File: config.mk
export PLATFORM = sky130hd
export DESIGN_NAME = msa_isqrt
export DESIGN_NICKNAME = d
export VERILOG_FILES = /design/src/rtl/msa_pkg.sv /design/src/rtl/msa_isqrt.sv
export SDC_FILE = /design/constraint.sdc
export NUM_CORES = 1
export LEC_CHECK = 0
export BUFFER_PORTS_ARGS = -buffer_cell sky130_fd_sc_hd__buf_4
export CAP_MARGIN = 20
export CORE_MARGIN = 8
export CORE_UTILIZATION = 40
export DETAILED_ROUTE_END_ITERATION = 10
export GPL_TIMING_DRIVEN = 0
export PLACE_DENSITY_LB_ADDON = 0.12
export SETUP_SLACK_MARGIN = 0.02
export SKIP_LAST_GASP = 1
export SYNTH_ARGS = -nofsm -noshare
export SYNTH_HDL_FRONTEND = slang
export SYNTH_SLANG_ARGS = --single-unit
File: constraint.sdc
create_clock -name clk -period 6.72 [get_ports clk]
set_clock_uncertainty 0.15 [all_clocks]
set_input_delay 1.68 -clock clk [delete_from_list [all_inputs] [get_ports clk]]
set_output_delay 1.68 -clock clk [all_outputs]
set_load 0.02 [all_outputs]
File: src/rtl/msa_pkg.sv
// Shared types and constants for the mesh surface area accumulator.
package msa_pkg;

    // Item kinds carried on req_type.
    localparam logic REQ_VERTEX   = 1'b0;
    localparam logic REQ_TRIANGLE = 1'b1;

    // Fixed widths of the index and per-triangle result fields.
    localparam int SLOT_BITS = 12;
    localparam int TRI_BITS  = 26;
    localparam logic [TRI_BITS-1:0] TRI_MAX = {TRI_BITS{1'b1}};

    // Status of the square-root unit as seen by the sequencer.
    typedef struct packed {
        logic busy;
        logic done;
    } sqrt_stat_t;

endpackage

File: src/rtl/msa_isqrt.sv
// Bit-serial integer square root, one result bit per clock.
module msa_isqrt #(
    parameter int OUT_BITS = 27
) (
    input  logic                    clk,
    input  logic                    rst_n,
    input  logic                    start,
    input  logic [2*OUT_BITS-1:0]   radicand,
    output msa_pkg::sqrt_stat_t     stat,
    output logic [OUT_BITS-1:0]     root
);
    import msa_pkg::*;

    localparam int IN_BITS = 2 * OUT_BITS;
    localparam int CW      = $clog2(OUT_BITS + 1);

    logic [IN_BITS-1:0]  rad_reg;
    logic [OUT_BITS+1:0] rem_reg;
    logic [OUT_BITS-1:0] root_reg;
    logic [CW-1:0]       cnt_reg;
    logic                busy_reg;
    logic                done_reg;

    logic [OUT_BITS+1:0] rem_shift;
    logic [OUT_BITS+1:0] trial;
    logic                take;

    // One restoring step: bring down two radicand bits and try appending a one.
    always_comb
    begin
        rem_shift = {rem_reg[OUT_BITS-1:0], rad_reg[IN_BITS-1 -: 2]};
        trial     = {root_reg, 2'b01};
        take      = (rem_shift >= trial);
    end

    always_ff @(posedge clk or negedge rst_n)
    begin
        if (!rst_n)
        begin
            busy_reg <= 1'b0;
            done_reg <= 1'b0;
            cnt_reg  <= '0;
        end
        else
        begin
            done_reg <= 1'b0;
            if (start)
            begin
                busy_reg <= 1'b1;
                cnt_reg  <= CW'(OUT_BITS);
            end
            else if (busy_reg)
            begin
                cnt_reg <= cnt_reg - CW'(1);
                if (cnt_reg == CW'(1))
                begin
                    busy_reg <= 1'b0;
                    done_reg <= 1'b1;
                end
            end
        end
    end

    always_ff @(posedge clk)
    begin
        if (start)
        begin
            rad_reg  <= radicand;
            rem_reg  <= '0;
            root_reg <= '0;
        end
        else if (busy_reg)
        begin
            rad_reg <= {rad_reg[IN_BITS-3:0], 2'b00};
            if (take)
            begin
                rem_reg  <= rem_shift - trial;
                root_reg <= {root_reg[OUT_BITS-2:0], 1'b1};
            end
            else
            begin
                rem_reg  <= rem_shift;
                root_reg <= {root_reg[OUT_BITS-2:0], 1'b0};
            end
        end
    end

    assign stat.busy = busy_reg;
    assign stat.done = done_reg;
    assign root      = root_reg;

endmodule

==> results of run 1 <==
## area by class of cell
type                            count  area (sq um)
Timing Repair Buffer               85           651
Fill cell                        1501          7810
Clock inverter                     13           159
Multi-Input combinational cell    422          3130
Tap cell                          216           270
Clock buffer                       19           433
Inverter                           40           150
Buffer                             36           176
Sequential cell                   115          2880
## cells by family (layout without fill, tap and decap cells)
logic type,after synthesis,count (layout),synth area share (%)
buffers and inverters,76,193,5.16
adder cells (fa/ha/maj),31,31,6.13
AO/OA/AOI/OAI,132,132,14.6
flip-flops,115,115,45.5
XOR/XNOR,26,26,3.60
multiplexers,85,85,14.5
AND/OR/NAND/NOR,148,148,10.6
## critical path, stage by stage
cell and delay (ns):
clkbuf_1 0.25, clkbuf_1 0.48, nor2_1 0.21, inv_2 0.48, buf_12 0.26
## per-stage QoR
stage          hold WS [ns]  util, %  std cells  total power [uW]  area [sq um]
2_1_floorplan         0.276        -        613              2080          6330
3_3_place_gp          0.309     46.2        913              2370          7230
3_5_place_dp          0.311     46.3        914              2400          7250
4_1_cts               0.320     50.1        946              3330          7840
5_1_grt               0.338     50.1        946              3540          7840
6_report              0.316     50.1        946              3320          7840
## synth_stat cells (2+ instances only)
library cell	instances
a211oi_2	13
mux2_2	52
nor2b_1	3
clkbuf_1	22
o21a_1	4
buf_2	3
nand3_1	13
a31oi_1	6
o32ai_1	2
mux2i_1	33
xor2_1	13
dfrtp_1	7
a211oi_1	13
o21ai_1	9
and2_1	2
a21o_1	10
nor4_1	3
xnor2_1	13
edfxtp_1	54
ha_1	31
o21ai_0	13
buf_4	4
a21oi_1	45
nor3_1	4
buf_1	4
buf_6	3
nand2b_1	11
nor2_1	76
inv_1	40
dfxtp_1	54
o21bai_1	2
nand3b_1	2
o31ai_1	2
o311ai_1	3
nand2_1	23
nand4_1	3
## how the worst max path moves through the flow
| stage | start | to | slack (ns) | depth (start not counted) |
|---|---|---|---|---|
| floorplan | start | rad_reg[0] | 2.83 | 4 |
| global placement | start | rad_reg[10] | 1.95 | 4 |
| detailed placement | start | rad_reg[14] | 2.74 | 5 |
| CTS | start | rad_reg[48] | 3.20 | 5 |
| global route | start | rad_reg[20] | 3.07 | 5 |
| finish | start | rad_reg[20] | 3.30 | 5 |
## power by group
part           internal (uW)  switching, uW  total (uW)
Clock                    581            334         915
Sequential               840           66.5         906
Combinational            664            830        1490
## metal layers
metal,vias up,GRT usage [%],part of all wire (%)
met5,-,0,0
met1,2248,19.4,45
li1,2402,-,-
met2,102,25.1,47
met3,19,6.22,6.9
met4,0,5.37,1.4
==> results_dict.tcl, run 1 <==
set metrics [dict create \
    ir_drop_uv 258 \
    final_cell_mix "buf_4 (88), nor2_1 (76), edfxtp_1 (54), dfxtp_1 (54), mux2_2 (52)" \
    synth_area_leaders "edfxtp_1 (26%), dfxtp_1 (17%), mux2_2 (9.2%)" \
    clock_sinks 115 \
    crit-reg2reg-launch "root[4]" \
    min_period_ns 3.42 \
    finalHoldViolations 0 \
    setup_ws_ns 3.30 \
    cts_max_level 4 \
    n_antenna_cell 0 \
    r2r_end "rem_reg[15]" \
    holdCritPathClass "reg2reg" \
    rsz0062_at_grt "false" \
    grt_pass1_wl_um 25100 \
    min_from "rem_reg[25]" \
    critPathMaxFanout 28 \
    cts_made_buffers 17 \
    io_buffers 84 \
    insertion_delay_ns 0.42 \
    ys_seq_elements 115 \
    p_leak_uw 0.00338 \
    synth_edf_count 54 \
    end_kind "register" \
    cp.arrival_ns 3.39 \
    worstMarginPinSlew_ns 0.880 \
    core_area_sq_um 15700 \
    wl_um 15300 \
    ant_nets 0 \
    vias_per_cell 5.04 \
    cts_resized 0 \
    initial_utilization_pct 40.4 \
    drc_errors 0 \
    syn-num-nets 701 \
    max_freq_mhz 292 \
    syn_area_sq_um 6330 \
    place_ws_ns 2.74 \
    synth_top_cell_area_share_pct 25.6 \
    drt_iter0_drc 227 \
    report.final.slew_viol_count 0 \
    drive_gt1_share_pct 26.8 \
    firstDrtPassIters 4 \
    drt-wirelength-per-cell_um 16.2 \
    r2r_slack_ns 3.52 \
    setup_viol_count_final 0 \
    postCtsSetupRepairBufs 0 \
    async_flop_share_pct 6.09 \
    gp_congestion 0.876 \
    first_global_vias 5017 \
    rows 46 \
    holdPathEnd "rem_reg[25]" \
    synthCells 613 \
    max_cap_viol_count 0 \
    largest_reg_flops 54 \
    chipHeight_um 142 \
    yosys_warnings 0 \
    ys_seq_area_share_pct 45.5 \
    critical_path_class "in2reg" \
    status "finished, final reports clean" \
    area_growth_pct 23.9 \
    slew_headroom_pct 41.3 \
    dieArea_sq_um 20100 \
    hold_path_depth 2 \
    worstPathRequired_ns 6.69 \
    cts_tree "yes" \
    fin_setup_tns_ns 0 \
    grt_max_degree 29 \
    grt_usage_pct 15.9 \
    ff2ff_path_depth 13 \
    cts_buffer_depth 2 \
    synth_top_area_cell "edfxtp_1" \
    ys_types 54 \
    ioPinCount 86 \
    clk_pin_slew_ns 0.06 \
    antenna_found_initial 0 \
    fin_nets 805 \
    postCtsHoldBufs 0 \
    layout_commonest_cell "buf_4" \
    start_kind "input port" \
    root_buffer "clkbuf_16" \
    hpwlAfterDp_um 11400 \
    dieWidth_um 142 \
    grt-ovfl-total 0 \
    avgSynthCellArea_sq_um 10.3 \
    power_density_nw_per_um2 423 \
    yosys_most_used_dff "edfxtp_1" \
    finalCritPeriodShare_pct 50.9 \
    vias 4771 \
]
Power figures use the tool's default switching activity.
==> inputs of run 2 (changes only) <==
- clock period: 6.72 -> 3 ns (I/O delays scaled with it)
==> results_dict.tcl, run 2 (synthesized netlist as in run 1, its figures left out) <==
set metrics [dict create \
    status "finished, violations left" \
    violations "negative setup slack" \
    grt_max_degree 29 \
    grt_pass1_wl_um 25900 \
    cp.arrival_ns 3.18 \
    cts_max_level 4 \
    rows 46 \
    grt-ovfl-total 0 \
    path_cells "inv_2 > ha_4 > and2b_2 > o31a_1 > o21ai_2 > o21a_1 > o31ai_2 > a31oi_2 > a21oi_2 > mux2i_2 > o311ai_2 > a21oi_1" \
    worstMarginPinSlew_ns 0.907 \
    antenna_found_initial 0 \
    worstPathRequired_ns 3.12 \
    dieWidth_um 142 \
    cp_slowest_cell "edfxtp_1" \
    start_kind "register" \
    clk_pin_slew_ns 0.06 \
    insertion_delay_ns 0.42 \
    holdCritPathClass "reg2reg" \
    critical_path_class "reg2reg" \
    ant_nets 0 \
    drt-wirelength-per-cell_um 16.6 \
    cts_tree "yes" \
    n_antenna_cell 0 \
    wl_um 15900 \
    finalCritPeriodShare_pct 102 \
    slew_headroom_pct 39.5 \
    layout_commonest_cell "buf_4" \
    root_buffer "clkbuf_16" \
    max_freq_mhz 327 \
    power_density_nw_per_um2 1000 \
    rsz0062_at_grt "true" \
    vias 4887 \
    p_leak_uw 0.00352 \
    drt_iter0_drc 210 \
    min_period_ns 3.06 \
    setup_ws_ns -0.0619 \
    core_area_sq_um 15700 \
    drc_errors 0 \
    grt_usage_pct 16.4 \
    first_global_vias 5156 \
    gp_congestion 0.876 \
    cts_made_buffers 17 \
    fin_nets 820 \
    hpwlAfterDp_um 11400 \
    ioPinCount 86 \
    io_buffers 84 \
    max_cap_viol_count 0 \
    path_delay_family "compound AO/OA/AOI/OAI gates" \
    cts_buffer_depth 2 \
    post_dp_cell_area_sq_um 7250 \
    setup_viol_count_final 2 \
    largest_reg_flops 54 \
    report.final.slew_viol_count 0 \
    fin_setup_tns_ns -0.0899 \
    p_total_uw 8300 \
    fillers 1454 \
    critPathMaxFanout 3 \
    ir_drop_uv 520 \
    chipHeight_um 142 \
    crit_path_max_incr_delay_ns 0.43 \
    dieArea_sq_um 20100 \
    vias_per_cell 5.09 \
    final_cell_mix "buf_4 (102), nor2_1 (74), edfxtp_1 (54)" \
    area_growth_pct 30.7 \
    end_kind "register" \
    firstDrtPassIters 4 \
    initial_utilization_pct 40.4 \
    finalHoldViolations 0 \
    cp.buffers_inverters 1 \
    fin_area_sq_um 8270 \
    drive_gt1_share_pct 34.6 \
    clock_sinks 115 \
]
## run 2: changes by cell type in the layout (fill, tap and decap cells not counted), sizes merged
cell	previous run	this run
buf	99	114
clkbuf	41	39
bufbuf	0	1
dlygate4sd3	0	1
## run 2: path summary, 6_finish.rpt
| check | from | endpoint | slack, ns | depth (start not counted) |
|---|---|---|---|---|
| max | rad_reg[53] | rem_reg[26] | -0.06 | 12 |
| min | rem_reg[25] | rem_reg[25] | 0.32 | 2 |
| max reg2reg | rad_reg[53] | rem_reg[26] | -0.06 | 12 |
| min reg2reg | rem_reg[25] | rem_reg[25] | 0.32 | 2 |
| max in group asynchronous | rst_n | done_reg | 2.02 | 2 |
| min in group asynchronous | rst_n | cnt_reg[0] | 0.55 | 2 |
## run 2: power breakdown
part | switching [uW] | internal, uW | total (uW)
clock network | 751 | 1300 | 2050
logic | 2180 | 2020 | 4210
registers | 161 | 1880 | 2040
total | 3100 | 5210 | 8300
## run 2: timing repair
item                                   CTS  global route
setup endpoints to repair               28            28
resized for setup                       42            21
pin swaps                               14            16
buffers inserted                        11             5
endpoints found under the hold margin    7             0
hold buffers                             1             0
gates cloned                             1             0
## run 2: routing by layer
layer	up-vias	GRT usage [%]	routed length (um)
met3	20	6.32	1120
li1	2426	-	-
met5	-	0	0
met2	108	26.1	7610
met4	0	6.50	233
met1	2333	19.6	6970
## run 2: layout make-up
type                       instances  area (sq um)  area share [%]
timing repair buffer             103           817            9.88
tap                              216           270            3.27
clock inverter                    13           159            1.92
clock buffer                      19           433            5.23
inverter                          40           150            1.82
multi-input combinational        422          3370            40.7
sequential                       115          2890            35.0
buffer                            33           185            2.24
## run 2: worst register-to-register path, delay by kind of cell (launching register included)
kind            cells  cell delay [ns]
compound gates      8             1.70
mux                 1             0.18
simple gates        1             0.24
flops               1             0.43
fa+ha+maj           1             0.13
buf+inv             1             0.10
## run 2: stage by stage
step / utilization, % / hold slack [ns] / setup slack [ns] / instances
floorplan: - / 0.276 / 0.0367 / 613
global placement: 46.2 / 0.309 / -0.843 / 913
detailed placement: 46.3 / 0.311 / -0.171 / 914
CTS: 52.2 / 0.320 / 0.0110 / 959
global route: 52.8 / 0.338 / -0.156 / 961
finish: 52.8 / 0.319 / -0.0619 / 961
==> inputs of run 3 (changes only) <==
- ABC_AREA: default -> 1
==> results_dict.tcl, run 3 <==
set metrics [dict create \
    post-synth-top-count-cell "nand2_1" \
    antenna_found_initial 0 \
    layout_commonest_cell "nand2_1" \
    report.final.slew_viol_count 0 \
    yosys_warnings 0 \
    grt_usage_pct 16.5 \
    grt_pass1_wl_um 28200 \
    synth_area_leaders "edfxtp_1 (24%), nand2_1 (22%), dfxtp_1 (16%)" \
    fin_cells 1267 \
    drt-wirelength-per-cell_um 13.7 \
    postCtsSetupRepairBufs 0 \
    dieWidth_um 146 \
    cts_resized 0 \
    drc_errors 0 \
    synthCells 929 \
    cts_tree "yes" \
    syn-num-nets 1017 \
    start_kind "input port" \
    synthTopCellsByCount "nand2_1 (399), inv_1 (124), dfxtp_1 (54), edfxtp_1 (54), nor2_1 (39)" \
    vias 5844 \
    firstDrtPassIters 6 \
    fin_nets 1122 \
    first_global_vias 5877 \
    ys_seq_elements 115 \
    insertion_delay_ns 0.42 \
    finalHoldViolations 0 \
    final_util_pct 49.9 \
    ys_seq_area_share_pct 42.8 \
    hpwlAfterDp_um 13100 \
    critPathMaxFanout 32 \
    holdCritPathClass "reg2reg" \
    grt-ovfl-total 0 \
    critical_path_class "in2reg" \
    chipHeight_um 146 \
    rsz0062_at_grt "false" \
    final_cell_mix "nand2_1 (399), inv_1 (124), buf_4 (87)" \
    max_freq_mhz 390 \
    root_buffer "clkbuf_16" \
    async_flop_share_pct 6.09 \
    avgSynthCellArea_sq_um 7.23 \
    vias_per_cell 4.61 \
    clock_sinks 115 \
    core_area_sq_um 16500 \
    cts_buffer_depth 2 \
    yosys_most_used_dff "edfxtp_1" \
    max_cap_viol_count 0 \
    end_kind "register" \
    synth_top_cell_area_share_pct 24.1 \
    power_density_nw_per_um2 1000 \
    io_buffers 84 \
    slew_headroom_pct 49.8 \
    ioPinCount 86 \
    status "finished, final reports clean" \
    dieArea_sq_um 21200 \
    wl_um 17400 \
    clk_pin_slew_ns 0.06 \
    largest_reg_flops 54 \
    worstPathRequired_ns 2.97 \
    drive_gt1_share_pct 15.6 \
    drt_iter0_drc 235 \
    rows 47 \
    setup_viol_count_final 0 \
    cts_max_level 4 \
    cp.arrival_ns 2.53 \
    area_growth_pct 22.7 \
    dp_cells 1234 \
    p_leak_uw 0.00425 \
    ir_drop_uv 499 \
    gp_congestion 0.871 \
    finalCritPeriodShare_pct 85.4 \
    p_total_uw 8280 \
    initial_utilization_pct 40.7 \
    cts_made_buffers 17 \
    ant_nets 0 \
    synth_top_area_cell "edfxtp_1" \
    grt_max_degree 33 \
    n_antenna_cell 0 \
    min_period_ns 2.56 \
    ys_types 41 \
    worstMarginPinSlew_ns 0.752 \
    synth_edf_count 54 \
    syn_area_sq_um 6720 \
]
-- run 3: where the power goes --
group          total, uW  switching, uW  internal [uW]
Sequential          2030            145           1890
Combinational       4180           2640           1540
Clock               2070            771           1300
Total               8280           3550           4730
-- run 3: logic make-up after synthesis --
logic type / count (synthesis) / synth area share [%]
compound gates: 85 / 7.95
xor+xnor: 14 / 1.82
flops: 115 / 42.8
fa+ha+maj: 31 / 5.77
buf+inv: 170 / 10.3
simple gates: 514 / 31.4
-- run 3: metrics by stage --
step	hold WS, ns	setup slack (ns)	area, sq um	setup TNS [ns]
floorplan	0.280	0.236	6730	0
global placement	0.295	-0.572	7630	-34.99
detailed placement	0.302	-0.0961	7650	-3.01
CTS	0.313	0.351	8250	0
global route	0.331	0.241	8250	0
finish	0.310	0.437	8250	0
-- run 3: path summary, 6_finish.rpt --
kind                        startpoint          end  slack [ns]  cells after the start
hold / removal             rem_reg[26]  rem_reg[26]        0.31                      2
min in group asynchronous        rst_n   cnt_reg[2]        0.54                      2
max in group asynchronous        rst_n   cnt_reg[0]        2.03                      2
setup / recovery                 start  rad_reg[33]        0.44                      5
setup reg to reg              root[15]  rem_reg[22]        0.58                     12
hold reg to reg            rem_reg[26]  rem_reg[26]        0.31                      2
-- run 3: final cells by class --
class                           instances  area (sq um)
Sequential cell                       115          2880
Clock buffer                           18           429
Timing Repair Buffer                   86           661
Inverter                              139           522
Clock inverter                         14           160
Buffer                                 31           170
Fill cell                            1703          8280
Multi-Input combinational cell        644          3150
Tap cell                              220           275
-- run 3: timing repair --
| item | in CTS | in global routing |
|---|---|---|
| endpoints found under the setup margin | 0 | 0 |
| endpoints found under the hold margin | 7 | 0 |
| hold buffers | 1 | 0 |
-- run 3: worst max-delay path, stage by stage --
cell and delay [ns]:
clkbuf_1 0.39, nor2_1 0.21, inv_2 0.22, buf_2 0.64, buf_12 0.29
-- run 3: per-layer routing --
layer	track usage [%]	vias up	part of all wire, %
met3	5.19	14	4.6
met2	28.3	100	48
met5	0	-	0
li1	-	3134	-
met1	19.4	2596	46
met4	4.63	0	1.1
